`src/design/bcsc_pkg.sv`:
```
// Package for the barometric convert sequencer and compensation core.
// Widths, register indexes, command codes, sequencer op and step codes.
// No dependencies; every other design file imports it.
package bcsc_pkg;

   localparam int CoefW   = 16;
   localparam int OsrW    = 3;
   localparam int NowW    = 32;
   localparam int AdcW    = 24;
   localparam int TempW   = 19;
   localparam int PresW   = 32;
   localparam int CmdW    = 8;
   localparam int CsrIdxW = 3;
   localparam int CsrW    = 16;
   localparam int DelayW  = 4;

   // datapath widths
   localparam int DtW    = 25;   // D2 - C5*256
   localparam int MulW   = 25;   // signed multiplier operand
   localparam int ProdW  = 50;   // registered product
   localparam int TempIW = 20;   // working temperature
   localparam int WideW  = 40;   // OFF and SENS
   localparam int T2W    = 18;
   localparam int LoW    = 44;   // D1 * low SENS slice
   localparam int SumW   = 64;   // D1 * SENS
   localparam int QW     = 48;   // D1*SENS/2^21 - OFF

   localparam int OpW   = 3;
   localparam int StepW = 4;

   // register indexes
   localparam logic [CsrIdxW-1:0] CSR_PRESSURE_SENS   = 3'd0;
   localparam logic [CsrIdxW-1:0] CSR_PRESSURE_OFFSET = 3'd1;
   localparam logic [CsrIdxW-1:0] CSR_SENS_TEMPCO     = 3'd2;
   localparam logic [CsrIdxW-1:0] CSR_OFFSET_TEMPCO   = 3'd3;
   localparam logic [CsrIdxW-1:0] CSR_REF_TEMP        = 3'd4;
   localparam logic [CsrIdxW-1:0] CSR_TEMP_SLOPE      = 3'd5;
   localparam logic [CsrIdxW-1:0] CSR_OSR_SELECT      = 3'd6;

   localparam logic [CmdW-1:0] CMD_CONV_PRES = 8'h40;
   localparam logic [CmdW-1:0] CMD_CONV_TEMP = 8'h50;

   localparam logic [OsrW-1:0] OSR_MAX = 3'd4;

   // datapath ops
   localparam logic [OpW-1:0] OP_NONE   = 3'd0;
   localparam logic [OpW-1:0] OP_CMD_P  = 3'd1;
   localparam logic [OpW-1:0] OP_CMD_T  = 3'd2;
   localparam logic [OpW-1:0] OP_WAIT   = 3'd3;
   localparam logic [OpW-1:0] OP_LOAD_T = 3'd4;
   localparam logic [OpW-1:0] OP_COMMIT = 3'd5;

   // compensation steps, one per cycle
   localparam logic [StepW-1:0] STEP_IDLE     = 4'd0;
   localparam logic [StepW-1:0] STEP_TEMP_MUL = 4'd1;
   localparam logic [StepW-1:0] STEP_OFF_MUL  = 4'd2;
   localparam logic [StepW-1:0] STEP_SENS_MUL = 4'd3;
   localparam logic [StepW-1:0] STEP_DTSQ_MUL = 4'd4;
   localparam logic [StepW-1:0] STEP_AUX_MUL  = 4'd5;
   localparam logic [StepW-1:0] STEP_SECOND   = 4'd6;
   localparam logic [StepW-1:0] STEP_PLO_MUL  = 4'd7;
   localparam logic [StepW-1:0] STEP_PHI_MUL  = 4'd8;
   localparam logic [StepW-1:0] STEP_PSUM     = 4'd9;
   localparam logic [StepW-1:0] STEP_PDIV     = 4'd10;
   localparam logic [StepW-1:0] STEP_FIRST    = STEP_TEMP_MUL;
   localparam logic [StepW-1:0] STEP_LAST     = STEP_PDIV;

   typedef struct packed {
      logic [OpW-1:0]   op;
      logic [StepW-1:0] step;
   } dp_cmd_type;

   typedef struct packed {
      logic elapsed;
   } dp_stat_type;

   // unused select codes fall back to the fastest setting
   function automatic logic [OsrW-1:0] osr_code(input logic [OsrW-1:0] sel);
      return (sel <= OSR_MAX) ? sel : '0;
   endfunction

   function automatic logic [DelayW-1:0] osr_delay(input logic [OsrW-1:0] code);
      logic [DelayW-1:0] d;
      case (code)
         3'd0:    d = 4'd1;
         3'd1:    d = 4'd2;
         3'd2:    d = 4'd3;
         3'd3:    d = 4'd5;
         3'd4:    d = 4'd10;
         default: d = 4'd1;
      endcase
      return d;
   endfunction

   function automatic logic [CmdW-1:0] conv_cmd(input logic [CmdW-1:0] base,
                                                input logic [OsrW-1:0] code);
      return base + {{(CmdW-OsrW-1){1'b0}}, code, 1'b0};
   endfunction

endpackage

```
`src/design/bcsc_if.sv`:
```
// Channel interfaces of the barometric convert core: poll request and result.
// Depends on bcsc_pkg for field widths.
interface bcsc_req_if;
   import bcsc_pkg::*;

   logic            valid;
   logic            ready;
   logic [NowW-1:0] now_ms;
   logic [AdcW-1:0] adc_word;

   modport source (output valid, output now_ms, output adc_word, input ready);
   modport sink   (input valid, input now_ms, input adc_word, output ready);
endinterface

interface bcsc_rsp_if;
   import bcsc_pkg::*;

   logic                    valid;
   logic                    ready;
   logic                    cmd_valid;
   logic [CmdW-1:0]         cmd_byte;
   logic                    adc_read;
   logic                    done_res;
   logic signed [TempW-1:0] temperature;
   logic signed [PresW-1:0] pressure;

   modport source (output valid, output cmd_valid, output cmd_byte, output adc_read,
                   output done_res, output temperature, output pressure, input ready);
   modport sink   (input valid, input cmd_valid, input cmd_byte, input adc_read,
                   input done_res, input temperature, input pressure, output ready);
endinterface

```
`src/design/bcsc_ctrl.sv`:
```
// Controller of the barometric convert core: sequencer phase, step counter,
// request/result handshake. Depends on bcsc_pkg; drives bcsc_dp by commands.
module bcsc_ctrl (
   input  logic                 clock,
   input  logic                 reset,
   input  logic                 req_valid,
   output logic                 req_ready,
   output logic                 rsp_valid,
   input  logic                 rsp_ready,
   input  bcsc_pkg::dp_stat_type stat,
   output bcsc_pkg::dp_cmd_type  cmd
);
   import bcsc_pkg::*;

   localparam logic [1:0] S_IDLE = 2'd0;
   localparam logic [1:0] S_CALC = 2'd1;
   localparam logic [1:0] S_FIN  = 2'd2;

   localparam logic [1:0] PH_ISSUE  = 2'd0;
   localparam logic [1:0] PH_WAIT_P = 2'd1;
   localparam logic [1:0] PH_WAIT_T = 2'd2;

   logic [1:0]       state_ff, state_in;
   logic [1:0]       phase_ff, phase_in;
   logic [StepW-1:0] step_ff, step_in;
   logic             rsp_valid_ff, rsp_valid_in;
   logic             slot_free, accept, load_rsp;

   assign slot_free = !rsp_valid_ff || rsp_ready;
   assign req_ready = (state_ff == S_IDLE) && slot_free;
   assign accept    = req_valid && req_ready;
   assign rsp_valid = rsp_valid_ff;

   always_comb begin
      state_in = state_ff;
      phase_in = phase_ff;
      step_in  = step_ff;
      load_rsp = 1'b0;
      cmd.op   = OP_NONE;
      cmd.step = (state_ff == S_CALC) ? step_ff : STEP_IDLE;
      case (state_ff)
         S_IDLE: begin
            if (accept) begin
               case (phase_ff)
                  PH_WAIT_P: begin
                     load_rsp = 1'b1;
                     if (stat.elapsed) begin
                        cmd.op   = OP_CMD_T;
                        phase_in = PH_WAIT_T;
                     end else begin
                        cmd.op = OP_WAIT;
                     end
                  end
                  PH_WAIT_T: begin
                     if (stat.elapsed) begin
                        cmd.op   = OP_LOAD_T;
                        phase_in = PH_ISSUE;
                        state_in = S_CALC;
                        step_in  = STEP_FIRST;
                     end else begin
                        cmd.op   = OP_WAIT;
                        load_rsp = 1'b1;
                     end
                  end
                  // unreachable phase code behaves as issue
                  default: begin
                     cmd.op   = OP_CMD_P;
                     phase_in = PH_WAIT_P;
                     load_rsp = 1'b1;
                  end
               endcase
            end
         end
         S_CALC: begin
            step_in = step_ff + 4'd1;
            if (step_ff == STEP_LAST) begin
               state_in = S_FIN;
               step_in  = STEP_IDLE;
            end
         end
         S_FIN: begin
            // results overwrite the shown values, so wait for the slot
            if (slot_free) begin
               cmd.op   = OP_COMMIT;
               load_rsp = 1'b1;
               state_in = S_IDLE;
            end
         end
         default: state_in = S_IDLE;
      endcase
   end

   assign rsp_valid_in = load_rsp ? 1'b1 : (rsp_ready ? 1'b0 : rsp_valid_ff);

   always_ff @(posedge clock) begin
      if (reset) begin
         state_ff     <= S_IDLE;
         phase_ff     <= PH_ISSUE;
         step_ff      <= STEP_IDLE;
         rsp_valid_ff <= 1'b0;
      end else begin
         state_ff     <= state_in;
         phase_ff     <= phase_in;
         step_ff      <= step_in;
         rsp_valid_ff <= rsp_valid_in;
      end
   end

endmodule

```
`src/design/bcsc_dp.sv`:
```
// Datapath of the barometric convert core: calibration registers, timing,
// shared 25x25 multiplier and the compensation registers. Depends on bcsc_pkg.
module bcsc_dp (
   input  logic                          clock,
   input  logic                          reset,
   input  bcsc_pkg::dp_cmd_type          cmd,
   output bcsc_pkg::dp_stat_type         stat,
   input  logic [bcsc_pkg::NowW-1:0]     now_ms,
   input  logic [bcsc_pkg::AdcW-1:0]     adc_word,
   input  logic                          csr_wr_en,
   input  logic [bcsc_pkg::CsrIdxW-1:0]  csr_index,
   input  logic [bcsc_pkg::CsrW-1:0]     csr_wdata,
   output logic                          out_cmd_valid,
   output logic [bcsc_pkg::CmdW-1:0]     out_cmd_byte,
   output logic                          out_adc_read,
   output logic                          out_done_res,
   output logic [bcsc_pkg::TempW-1:0]    out_temperature,
   output logic [bcsc_pkg::PresW-1:0]    out_pressure
);
   import bcsc_pkg::*;

   localparam logic [ProdW-1:0] Bias23 = ProdW'((64'd1 << 23) - 64'd1);
   localparam logic [ProdW-1:0] Bias7  = ProdW'((64'd1 << 7) - 64'd1);
   localparam logic [ProdW-1:0] Bias8  = ProdW'((64'd1 << 8) - 64'd1);
   localparam logic [SumW-1:0]  Bias21 = SumW'((64'd1 << 21) - 64'd1);
   localparam logic [QW-1:0]    Bias15 = QW'((64'd1 << 15) - 64'd1);
   localparam logic [TempIW-1:0] TempRef = TempIW'(2000);

   logic [CoefW-1:0] c1_ff, c2_ff, c3_ff, c4_ff, c5_ff, c6_ff;
   logic [OsrW-1:0]  osr_ff;
   logic [NowW-1:0]  start_ms_ff;
   logic [AdcW-1:0]  raw_p_ff;
   logic [TempW-1:0] last_temp_ff;
   logic [PresW-1:0] last_pres_ff;

   logic [DtW-1:0]    dt_ff;
   logic [ProdW-1:0]  prod_ff;
   logic [TempIW-1:0] temp_ff;
   logic [WideW-1:0]  off_ff, sens_ff;
   logic [T2W-1:0]    t2_ff;
   logic [LoW-1:0]    lo_ff;
   logic [SumW-1:0]   pfull_ff;
   logic [QW-1:0]     q_ff;

   logic              cmd_valid_ff;
   logic [CmdW-1:0]   cmd_byte_ff;
   logic              adc_read_ff, done_ff;

   logic [OsrW-1:0]        osr_c;
   logic [NowW-1:0]        since;
   logic signed [MulW-1:0] mul_a, mul_b;
   logic signed [ProdW-1:0] mul_p;
   logic [TempIW:0]        tdiff;
   logic [ProdW-1:0]       div23, div7, div8;
   logic [34:0]            aux;
   logic [37:0]            five_aux;
   logic [SumW-1:0]        div21;
   logic [QW-1:0]          div15;
   logic                   below_ref;

   assign osr_c        = osr_code(osr_ff);
   assign since        = now_ms - start_ms_ff;
   assign stat.elapsed = since > NowW'(osr_delay(osr_c));

   assign tdiff = {temp_ff[TempIW-1], temp_ff} - {1'b0, TempRef};

   always_comb begin
      mul_a = '0;
      mul_b = '0;
      case (cmd.step)
         STEP_TEMP_MUL: begin
            mul_a = dt_ff;
            mul_b = {{(MulW-CoefW){1'b0}}, c6_ff};
         end
         STEP_OFF_MUL: begin
            mul_a = dt_ff;
            mul_b = {{(MulW-CoefW){1'b0}}, c4_ff};
         end
         STEP_SENS_MUL: begin
            mul_a = dt_ff;
            mul_b = {{(MulW-CoefW){1'b0}}, c3_ff};
         end
         STEP_DTSQ_MUL: begin
            mul_a = dt_ff;
            mul_b = dt_ff;
         end
         STEP_AUX_MUL: begin
            mul_a = {{(MulW-TempIW-1){tdiff[TempIW]}}, tdiff};
            mul_b = {{(MulW-TempIW-1){tdiff[TempIW]}}, tdiff};
         end
         STEP_PLO_MUL: begin
            mul_a = {1'b0, raw_p_ff};
            mul_b = {{(MulW-20){1'b0}}, sens_ff[19:0]};
         end
         STEP_PHI_MUL: begin
            mul_a = {1'b0, raw_p_ff};
            mul_b = {{(MulW-20){sens_ff[WideW-1]}}, sens_ff[WideW-1:20]};
         end
         default: begin
            mul_a = '0;
            mul_b = '0;
         end
      endcase
   end

   assign mul_p = mul_a * mul_b;

   // signed division by 2^k rounding toward zero: bias negatives, then slice
   assign div23 = prod_ff + (prod_ff[ProdW-1] ? Bias23 : '0);
   assign div7  = prod_ff + (prod_ff[ProdW-1] ? Bias7 : '0);
   assign div8  = prod_ff + (prod_ff[ProdW-1] ? Bias8 : '0);
   assign div21 = pfull_ff + (pfull_ff[SumW-1] ? Bias21 : '0);
   assign div15 = q_ff + (q_ff[QW-1] ? Bias15 : '0);

   assign aux       = prod_ff[34:0];
   assign five_aux  = {1'b0, aux, 2'b00} + {3'b000, aux};
   assign below_ref = $signed(temp_ff) < $signed(TempRef);

   // calibration and osr registers
   always_ff @(posedge clock) begin
      if (reset) begin
         c1_ff  <= '0;
         c2_ff  <= '0;
         c3_ff  <= '0;
         c4_ff  <= '0;
         c5_ff  <= '0;
         c6_ff  <= '0;
         osr_ff <= '0;
      end else if (csr_wr_en) begin
         case (csr_index)
            CSR_PRESSURE_SENS:   c1_ff  <= csr_wdata;
            CSR_PRESSURE_OFFSET: c2_ff  <= csr_wdata;
            CSR_SENS_TEMPCO:     c3_ff  <= csr_wdata;
            CSR_OFFSET_TEMPCO:   c4_ff  <= csr_wdata;
            CSR_REF_TEMP:        c5_ff  <= csr_wdata;
            CSR_TEMP_SLOPE:      c6_ff  <= csr_wdata;
            CSR_OSR_SELECT:      osr_ff <= csr_wdata[OsrW-1:0];
            default: ;
         endcase
      end
   end

   // sequencer state held across polls
   always_ff @(posedge clock) begin
      if (reset) begin
         start_ms_ff  <= '0;
         raw_p_ff     <= '0;
         last_temp_ff <= '0;
         last_pres_ff <= '0;
      end else begin
         case (cmd.op)
            OP_CMD_P: start_ms_ff <= now_ms;
            OP_CMD_T: begin
               start_ms_ff <= now_ms;
               raw_p_ff    <= adc_word;
            end
            OP_COMMIT: begin
               last_temp_ff <= temp_ff[TempW-1:0];
               last_pres_ff <= div15[PresW+14:15];
            end
            default: ;
         endcase
      end
   end

   // result flags
   always_ff @(posedge clock) begin
      case (cmd.op)
         OP_CMD_P: begin
            cmd_valid_ff <= 1'b1;
            cmd_byte_ff  <= conv_cmd(CMD_CONV_PRES, osr_c);
            adc_read_ff  <= 1'b0;
            done_ff      <= 1'b0;
         end
         OP_CMD_T: begin
            cmd_valid_ff <= 1'b1;
            cmd_byte_ff  <= conv_cmd(CMD_CONV_TEMP, osr_c);
            adc_read_ff  <= 1'b1;
            done_ff      <= 1'b0;
         end
         OP_WAIT: begin
            cmd_valid_ff <= 1'b0;
            cmd_byte_ff  <= '0;
            adc_read_ff  <= 1'b0;
            done_ff      <= 1'b0;
         end
         OP_COMMIT: begin
            cmd_valid_ff <= 1'b0;
            cmd_byte_ff  <= '0;
            adc_read_ff  <= 1'b1;
            done_ff      <= 1'b1;
         end
         default: ;
      endcase
   end

   // compensation sequence
   always_ff @(posedge clock) begin
      prod_ff <= mul_p;
      if (cmd.op == OP_LOAD_T) begin
         dt_ff <= {1'b0, adc_word} - {1'b0, c5_ff, 8'h00};
      end
      case (cmd.step)
         STEP_OFF_MUL:  temp_ff <= TempRef + div23[TempIW+22:23];
         STEP_SENS_MUL: off_ff  <= {{(WideW-CoefW-16){1'b0}}, c2_ff, 16'h0000}
                                   + div7[WideW+6:7];
         STEP_DTSQ_MUL: sens_ff <= {{(WideW-CoefW-15){1'b0}}, c1_ff, 15'h0000}
                                   + div8[WideW+7:8];
         STEP_AUX_MUL:  t2_ff   <= prod_ff[48:31];
         STEP_SECOND: begin
            if (below_ref) begin
               temp_ff <= temp_ff - {{(TempIW-T2W){1'b0}}, t2_ff};
               off_ff  <= off_ff - {{(WideW-37){1'b0}}, five_aux[37:1]};
               sens_ff <= sens_ff - {{(WideW-36){1'b0}}, five_aux[37:2]};
            end
         end
         STEP_PHI_MUL:  lo_ff    <= prod_ff[LoW-1:0];
         STEP_PSUM:     pfull_ff <= {prod_ff[LoW-1:0], 20'h00000}
                                    + {{(SumW-LoW){1'b0}}, lo_ff};
         // quotient by 2^21 is sign-extended up to the working width
         STEP_PDIV:     q_ff     <= {{(QW-SumW+21){div21[SumW-1]}}, div21[SumW-1:21]}
                                    - {{(QW-WideW){off_ff[WideW-1]}}, off_ff};
         default: ;
      endcase
   end

   assign out_cmd_valid   = cmd_valid_ff;
   assign out_cmd_byte    = cmd_byte_ff;
   assign out_adc_read    = adc_read_ff;
   assign out_done_res    = done_ff;
   assign out_temperature = last_temp_ff;
   assign out_pressure    = last_pres_ff;

endmodule

```
`src/design/baro_convert_sequencer_compensation_core.sv`:
```
// Top level of the barometric convert sequencer with second-order compensation.
// Depends on bcsc_pkg, bcsc_if, bcsc_ctrl and bcsc_dp.
//
//   port      dir   kind             contents
//   req_ch    in    valid/ready      now_ms, adc_word (one poll)
//   rsp_ch    out   valid/ready      cmd_valid, cmd_byte, adc_read, done_res,
//                                    temperature, pressure
//   csr_*     in    write only       wr_en, index 0..6, 16-bit data
//
// A poll that issues a command or waits yields its result in the cycle after transfer.
// A poll that reads the temperature word yields its result after ten compensation steps,
// the multiplies among them through the one shared 25x25 multiplier, then a commit step.
// One poll at a time; the next is taken once the sequencer is idle and no result
// is pending, or in the cycle the pending one transfers. A stalled result holds;
// reset is synchronous, active high.
module baro_convert_sequencer_compensation_core (
   input  logic                          clock,
   input  logic                          reset,
   bcsc_req_if.sink                      req_ch,
   bcsc_rsp_if.source                    rsp_ch,
   input  logic                          csr_wr_en,
   input  logic [bcsc_pkg::CsrIdxW-1:0]  csr_index,
   input  logic [bcsc_pkg::CsrW-1:0]     csr_wdata
);
   import bcsc_pkg::*;

   dp_cmd_type       cmd;
   dp_stat_type      stat;
   logic [TempW-1:0] temp_bits;
   logic [PresW-1:0] pres_bits;

   bcsc_ctrl u_ctrl (
      .clock     (clock),
      .reset     (reset),
      .req_valid (req_ch.valid),
      .req_ready (req_ch.ready),
      .rsp_valid (rsp_ch.valid),
      .rsp_ready (rsp_ch.ready),
      .stat      (stat),
      .cmd       (cmd)
   );

   bcsc_dp u_dp (
      .clock           (clock),
      .reset           (reset),
      .cmd             (cmd),
      .stat            (stat),
      .now_ms          (req_ch.now_ms),
      .adc_word        (req_ch.adc_word),
      .csr_wr_en       (csr_wr_en),
      .csr_index       (csr_index),
      .csr_wdata       (csr_wdata),
      .out_cmd_valid   (rsp_ch.cmd_valid),
      .out_cmd_byte    (rsp_ch.cmd_byte),
      .out_adc_read    (rsp_ch.adc_read),
      .out_done_res    (rsp_ch.done_res),
      .out_temperature (temp_bits),
      .out_pressure    (pres_bits)
   );

   assign rsp_ch.temperature = $signed(temp_bits);
   assign rsp_ch.pressure    = $signed(pres_bits);

endmodule

```
`src/flat_wrapper.sv`:
```
// flat-port wrapper written by rule: the top's interface ports become plain ports
module baro_convert_sequencer_compensation_core_flat import bcsc_pkg::*;
  (clock, reset, csr_wr_en, csr_index, csr_wdata, req_ch_valid, req_ch_now_ms, req_ch_adc_word, req_ch_ready, rsp_ch_valid, rsp_ch_cmd_valid, rsp_ch_cmd_byte, rsp_ch_adc_read, rsp_ch_done_res, rsp_ch_temperature, rsp_ch_pressure, rsp_ch_ready);
  bcsc_req_if req_ch_i ();
  bcsc_rsp_if rsp_ch_i ();
  input  logic clock;
  input  logic reset;
  input  logic csr_wr_en;
  input  logic [bcsc_pkg::CsrIdxW-1:0] csr_index;
  input  logic [bcsc_pkg::CsrW-1:0] csr_wdata;
  input wire logic [$bits(req_ch_i.valid)-1:0] req_ch_valid;
  input wire logic [$bits(req_ch_i.now_ms)-1:0] req_ch_now_ms;
  input wire logic [$bits(req_ch_i.adc_word)-1:0] req_ch_adc_word;
  output wire logic [$bits(req_ch_i.ready)-1:0] req_ch_ready;
  output wire logic [$bits(rsp_ch_i.valid)-1:0] rsp_ch_valid;
  output wire logic [$bits(rsp_ch_i.cmd_valid)-1:0] rsp_ch_cmd_valid;
  output wire logic [$bits(rsp_ch_i.cmd_byte)-1:0] rsp_ch_cmd_byte;
  output wire logic [$bits(rsp_ch_i.adc_read)-1:0] rsp_ch_adc_read;
  output wire logic [$bits(rsp_ch_i.done_res)-1:0] rsp_ch_done_res;
  output wire logic [$bits(rsp_ch_i.temperature)-1:0] rsp_ch_temperature;
  output wire logic [$bits(rsp_ch_i.pressure)-1:0] rsp_ch_pressure;
  input wire logic [$bits(rsp_ch_i.ready)-1:0] rsp_ch_ready;
  assign req_ch_i.valid = req_ch_valid;
  assign req_ch_i.now_ms = req_ch_now_ms;
  assign req_ch_i.adc_word = req_ch_adc_word;
  assign req_ch_ready = req_ch_i.ready;
  assign rsp_ch_valid = rsp_ch_i.valid;
  assign rsp_ch_cmd_valid = rsp_ch_i.cmd_valid;
  assign rsp_ch_cmd_byte = rsp_ch_i.cmd_byte;
  assign rsp_ch_adc_read = rsp_ch_i.adc_read;
  assign rsp_ch_done_res = rsp_ch_i.done_res;
  assign rsp_ch_temperature = rsp_ch_i.temperature;
  assign rsp_ch_pressure = rsp_ch_i.pressure;
  assign rsp_ch_i.ready = rsp_ch_ready;
  baro_convert_sequencer_compensation_core u_core (.clock(clock), .reset(reset), .req_ch(req_ch_i), .rsp_ch(rsp_ch_i), .csr_wr_en(csr_wr_en), .csr_index(csr_index), .csr_wdata(csr_wdata));
endmodule
```
`config.mk`:
```
export PLATFORM = sky130hd
export DESIGN_NAME = baro_convert_sequencer_compensation_core_flat
export DESIGN_NICKNAME = d
export VERILOG_FILES = /design/src/design/bcsc_pkg.sv /design/src/design/bcsc_if.sv /design/src/design/bcsc_ctrl.sv /design/src/design/bcsc_dp.sv /design/src/design/baro_convert_sequencer_compensation_core.sv /design/src/flat_wrapper.sv
export SDC_FILE = /design/constraint.sdc
export NUM_CORES = 2
export LEC_CHECK = 0
export BUFFER_PORTS_ARGS = -buffer_cell sky130_fd_sc_hd__buf_2
export CORE_MARGIN = 10
export CORE_UTILIZATION = 53
export DETAILED_ROUTE_END_ITERATION = 8
export GPL_TIMING_DRIVEN = 0
export PLACE_DENSITY = 0.74
export SYNTH_ARGS = -nofsm -noshare
export SYNTH_HDL_FRONTEND = slang
export SYNTH_HIERARCHICAL = 1
export SYNTH_SLANG_ARGS = --single-unit
```
`constraint.sdc`:
```
create_clock -name clock -period 11 [get_ports clock]
set_clock_uncertainty 0.2 [all_clocks]
set_input_delay 1.1 -clock clock [delete_from_list [all_inputs] [get_ports clock]]
set_output_delay 1.1 -clock clock [all_outputs]
set_load 0.1 [all_outputs]
```
# Word level (Yosys, flattened, before mapping)
# Cells that the tools add are included.
word_totals:
  register_bits: 571
  elab_cells: 172
op_classes:
  n_addsub: 20
  mul: 1
  magnitude_cmp: 3
  eq_ne: 38
  muxes: 47
  n_reduce_logical: 35
op_table:
  columns: ["op", "count"]
  rows:
  - ["case mux 25 bit (7 select lines)", 1]
  - ["case mux 40 bit (2 select lines)", 2]
  - ["2-to-1 mux 40 bit", 2]
  - ["case mux 25 bit (3 select lines)", 1]
  - ["adder 64 x 21 -> 64 bit", 1]
  - ["adder 64 x 44 -> 64 bit", 1]
  - ["multiplier 25 x 25 -> 50 bit", 1]
  - ["adder 48 x 8 -> 48 bit", 1]
  - ["adder 47 x 15 -> 47 bit", 1]
  - ["adder 47 x 7 -> 47 bit", 1]
  - ["subtractor 43 x 40 -> 44 bit", 1]
  - ["adder 43 x 23 -> 43 bit", 1]
  - ["adder 31 x 40 -> 40 bit", 1]
  - ["adder 32 x 40 -> 40 bit", 1]
  - ["case mux 20 bit (2 select lines)", 1]
  - ["subtractor 40 x 36 -> 40 bit", 1]
  - ["subtractor 40 x 37 -> 40 bit", 1]
  - ["adder 37 x 35 -> 38 bit", 1]
  - ["greater-than comparator 32 x 4 -> 1 bit", 1]
  - ["subtractor 32 bit", 1]
  - ["subtractor 24 x 24 -> 25 bit", 1]
  - ["case mux 8 bit (3 select lines)", 1]
  - ["2-to-1 mux 23 bit", 1]
  - ["2-to-1 mux 21 bit", 1]
  - ["other kinds (45)", 118]

# Logic depth before layout (Yosys ltp)
depth:
  word_depth: 12
  mapped_depth: 39
  depth_no_buf: 35

# Cells and area by module
# Netlist, hierarchy kept.
by_module_without_submodules:
  columns: ["mod", "instances", "cells_per_inst", "area_each_um2"]
  rows:
  - ["bcsc_dp", 1, 6911, 60594.4]
  - ["bcsc_ctrl", 1, 76, 669.4]

# Least setup slack after synthesis
# OpenSTA, ideal clock, no wires.
synth_path:
  path_kind: "register -> register"
  start: "register u_core.u_ctrl.state_ff[1]"
  end: "register u_core.u_dp.prod_ff[49]"
  setup_ns: 0.062
  arrival_ns: 10.153
  slack_ns: 0.585
  path_stages_with_launch: 37
  path_cell_list: "dfxtp_1 -> nor2b_1 -> clkbuf_1 -> and2_1 -> clkbuf_1 -> nand2b_1 -> nor3_1 -> clkbuf_1 -> buf_1 -> a221oi_1 -> nand2_1 -> clkbuf_1 -> nand2_1 -> fa_1 -> fa_1 -> inv_1 -> fa_1 -> inv_1 -> fa_1 -> inv_1 -> fa_1 -> fa_1 -> inv_1 -> fa_1 -> inv_1 -> ha_1 -> clkbuf_1 -> a21o_1 -> a21o_1 -> a21o_1 -> o2111ai_1 -> a31o_1 -> a211oi_1 -> o211ai_1 -> o21bai_1 -> or4_1 -> nand3_1"
synth_lines:
  columns: ["element", "line_no", "text"]
  rows:
  - ["start: declaration", "bcsc_ctrl.sv:23", "logic [1:0] state_ff, state_in;"]
  - ["start signal: assignment", "bcsc_ctrl.sv:102", "state_ff <= state_in;"]
  - ["end signal: assignment", "bcsc_dp.sv:199", "prod_ff <= mul_p;"]
  - ["end: declaration", "bcsc_dp.sv:37", "logic [ProdW-1:0] prod_ff;"]

==> results.yml <==
status:
  outcome: "completed"
min_path:
  hold_end: "u_core/u_dp/pfull_ff[14]"
  whs_path_depth: 0
  min_from: "u_core/u_dp/lo_ff[14]"
  hp-class: "reg -> reg"
synthesis:
  synth_seq_area_share: 0.235
  synth_fa_ha_area_frac: 0.316
  synth-xor-area-share: 0.0683
  synth_top_family_by_area: "adder cells"
  ys_ff_latch: 568
  syn_avg_cell_area_um2: 8.77
  synth_mux_area_frac: 0.00247
  yosysWarnings: 6
  netlist_instances: 6987
  synthFlopType: "edfxtp_1"
  synth_edf_count: 303
  yosys.area_share.simple: 0.162
  synth_compound_area_frac: 0.143
  synth_area_mm2: 0.0613
  ys_types: 102
  ys_async_sr_fraction: 0
run:
  drv_cap: 0
detailed_routing:
  drcViolationCount: 0
  wl_um: 214000
  drt_iter0_drc: 5454
  first_pass_iters: 8
  via_per_inst: 6.05
  antenna_left: 0
  wl_per_cell_um: 24.4
  vias: 53089
grt:
  grt_pass1_vias: 52445
  grt_usage: 0.323
  grt_pass1_wl_um: 320000
  grt_max_degree: 38
  grt_overflow: 0
  antenna_found_initial: 24
final_layout:
  final_area_mm2: 0.0669
  drive_above_1_share: 0.0716
  final_cell_mix: "nand2_1, inv_1, fa_1"
  final_nets: 8436
  synthToLayoutAreaGrowth_pct: 9.27
  layout_commonest_cell: "nand2_1"
sta:
  setup_viol: 0
  fin_tns_setup_ps: 0
  fin_crit_ps: 10860
  relSlewSlack: 0.0548
  tightest_slew_ps: 1410
  rsz0062_at_grt: "true"
  hold_violations: 0
  fin_crit_sh: 0.987
  setup_ws_ps: 143
  max_freq_mhz: 92.1
  slew_violations: 0
floorplan:
  die_y_um: 360
  ios: 144
  core_area_mm2: 0.115
  initial_core_util: 0.535
  rows: 124
  dieArea_mm2: 0.130
  die_w_um: 360
critical_path:
  crit_arrival_ps: 11190
  required_ps: 11340
  r2r_cells: 35
  crit_path_start_kind: "register"
  crit_slowest_cell: "nor3_2"
  crit_path_max_incr_delay_ps: 630
  reg2reg_to: "u_core/u_dp/prod_ff[49]"
  path_class: "reg -> reg"
  regToRegSetupSlack_ps: 140
  path_buf_inv: 9
  cp_top_family: "adder cells"
  crit_top_cell: "fa_1"
  cp-end-kind: "register"
  path_max_fanout: 10
  worstReg2RegStart: "u_core/u_ctrl/state_ff[1]"
clock_tree:
  clkTransAtPathRegs_ps: 60
  numCtsBuffers: 67
  cts.sinks: 568
  cts-root-buf: "clkbuf_16"
  cts_tree: "built"
  max-clock-path-buffers: 3
  htree_levels: 3
  clk-insertion-delay-late_ps: 660
placement:
  io_buffer_count: 140
  placed_cell_area_mm2: 0.0642
  hpwlAfterDp_um: 174000
  place.gp.congestion: 1.08
  place_ws_ps: -1900
power:
  ir_worst_vdd_v: 0.000106
  powerDensity_mw_per_mm2: 74.9
  p_leak_nw: 29.4
-- area by class of cell --
type | instances | area [um2]
clock buffer | 84 | 1830
fill | 10147 | 47600
inverter | 904 | 3400
timing repair buffer | 170 | 1060
clock inverter | 35 | 449
antenna | 10 | 25.0
buffer | 244 | 1100
tap | 1512 | 1890
sequential | 568 | 14400
multi-input combinational | 5254 | 42800
timing repair inverter | 1 | 5.00
-- synthesized netlist by cell type, types with 32 or more instances --
| master | instances | share of area |
|---|---|---|
| inv_1 | 898 | 0.055 |
| nand4_1 | 67 | 0.0068 |
| xnor2_1 | 309 | 0.044 |
| xor2_1 | 169 | 0.024 |
| a22oi_1 | 37 | 0.0045 |
| clkbuf_1 | 227 | 0.014 |
| and2_1 | 38 | 0.0039 |
| o21a_1 | 47 | 0.0058 |
| ha_1 | 478 | 0.098 |
| and3_1 | 50 | 0.0051 |
| nand3_1 | 136 | 0.011 |
| nand2b_1 | 82 | 0.0084 |
| a21o_1 | 141 | 0.017 |
| o211ai_1 | 33 | 0.0040 |
| o21bai_1 | 40 | 0.0049 |
| a21oi_1 | 503 | 0.041 |
| nor2_1 | 558 | 0.034 |
| fa_1 | 668 | 0.22 |
| o21ai_1 | 44 | 0.0036 |
| o21ai_0 | 204 | 0.017 |
| a211oi_1 | 67 | 0.0082 |
| a221oi_1 | 32 | 0.0046 |
| nand2_1 | 1017 | 0.062 |
| dfxtp_1 | 265 | 0.087 |
| nor2b_1 | 49 | 0.0050 |
| edfxtp_1 | 303 | 0.15 |
| nor3_1 | 80 | 0.0065 |
-- what timing repair did --
item                       in CTS  in global routing
gates resized for setup       134                 41
setup endpoints to repair      22                 14
buffers inserted                3                  7
pin swaps                       2                  5
hold buffers                    0                  0
gates cloned                    1                  0
-- per-stage QoR --
step / util / std cells / power [mW] / hold slack, ps
6_report: 0.585 / 8782 / 5.02 / 217
5_1_grt: 0.585 / 8777 / 5.16 / 217
4_1_cts: 0.584 / 8773 / 5.04 / 219
3_5_place_dp: 0.561 / 8661 / 2.70 / 205
3_3_place_gp: 0.558 / 8641 / 2.69 / 200
2_1_floorplan: - / 6989 / 2.58 / 186
-- per-layer routing --
layer  routed length (um)  GRT usage
met1                79400      0.392
met3                22700     0.0799
met5                  152          0
met2                95300      0.514
met4                16600      0.205
-- worst max path at each step --
stage,to,cells past startpoint,from
floorplan,u_core/u_dp/prod_ff[49],36,u_core/u_ctrl/state_ff[1]
global placement,u_core/u_dp/prod_ff[49],36,u_core/u_ctrl/state_ff[1]
detailed placement,u_core/u_dp/prod_ff[49],36,u_core/u_ctrl/state_ff[1]
CTS,u_core/u_dp/prod_ff[49],35,u_core/u_ctrl/state_ff[1]
global route,u_core/u_dp/prod_ff[49],33,u_core/u_dp/temp_ff[4]
finish,u_core/u_dp/prod_ff[49],35,u_core/u_ctrl/state_ff[1]
-- kinds of logic after synthesis --
group | Yosys count
flops | 568
other cells | 1
mux | 15
buf+inv | 1167
fa+ha+maj | 1146
compound gates | 1380
xor+xnor | 478
simple gates | 2232
-- flip-flops by register name, summed over array words and instances, names as in the netlist, 16 cells and up --
signal,cells
u_core/u_dp/raw_p_ff,24
u_core/u_dp/pfull_ff,64
u_core/u_dp/t2_ff,18
u_core/u_dp/q_ff,44
u_core/u_dp/start_ms_ff,32
u_core/u_dp/c1_ff,16
u_core/u_dp/c2_ff,16
u_core/u_dp/dt_ff,25
u_core/u_dp/out_temperature,19
u_core/u_dp/c3_ff,16
u_core/u_dp/c5_ff,16
u_core/u_dp/c4_ff,16
u_core/u_dp/prod_ff,50
u_core/u_dp/off_ff,40
u_core/u_dp/lo_ff,44
u_core/u_dp/out_pressure,32
u_core/u_dp/c6_ff,16
u_core/u_dp/temp_ff,20
u_core/u_dp/sens_ff,40
-- worst reg2reg max path: cells and delay by family (launching register included) --
kind                     cells  cell delay [ps]
AND/OR/NAND/NOR              9             2650
adder cells (fa/ha/maj)      8             3980
flip-flops                   1              390
buffers and inverters        9             1430
AO/OA/AOI/OAI                9             2090
-- power by group --
| part | switching, mW | internal, mW |
|---|---|---|
| registers | 0.0177 | 2.24 |
| clock network | 0.970 | 1.38 |
| logic | 0.269 | 0.135 |
| total | 1.26 | 3.76 |
(Power assumes the default switching activity.)
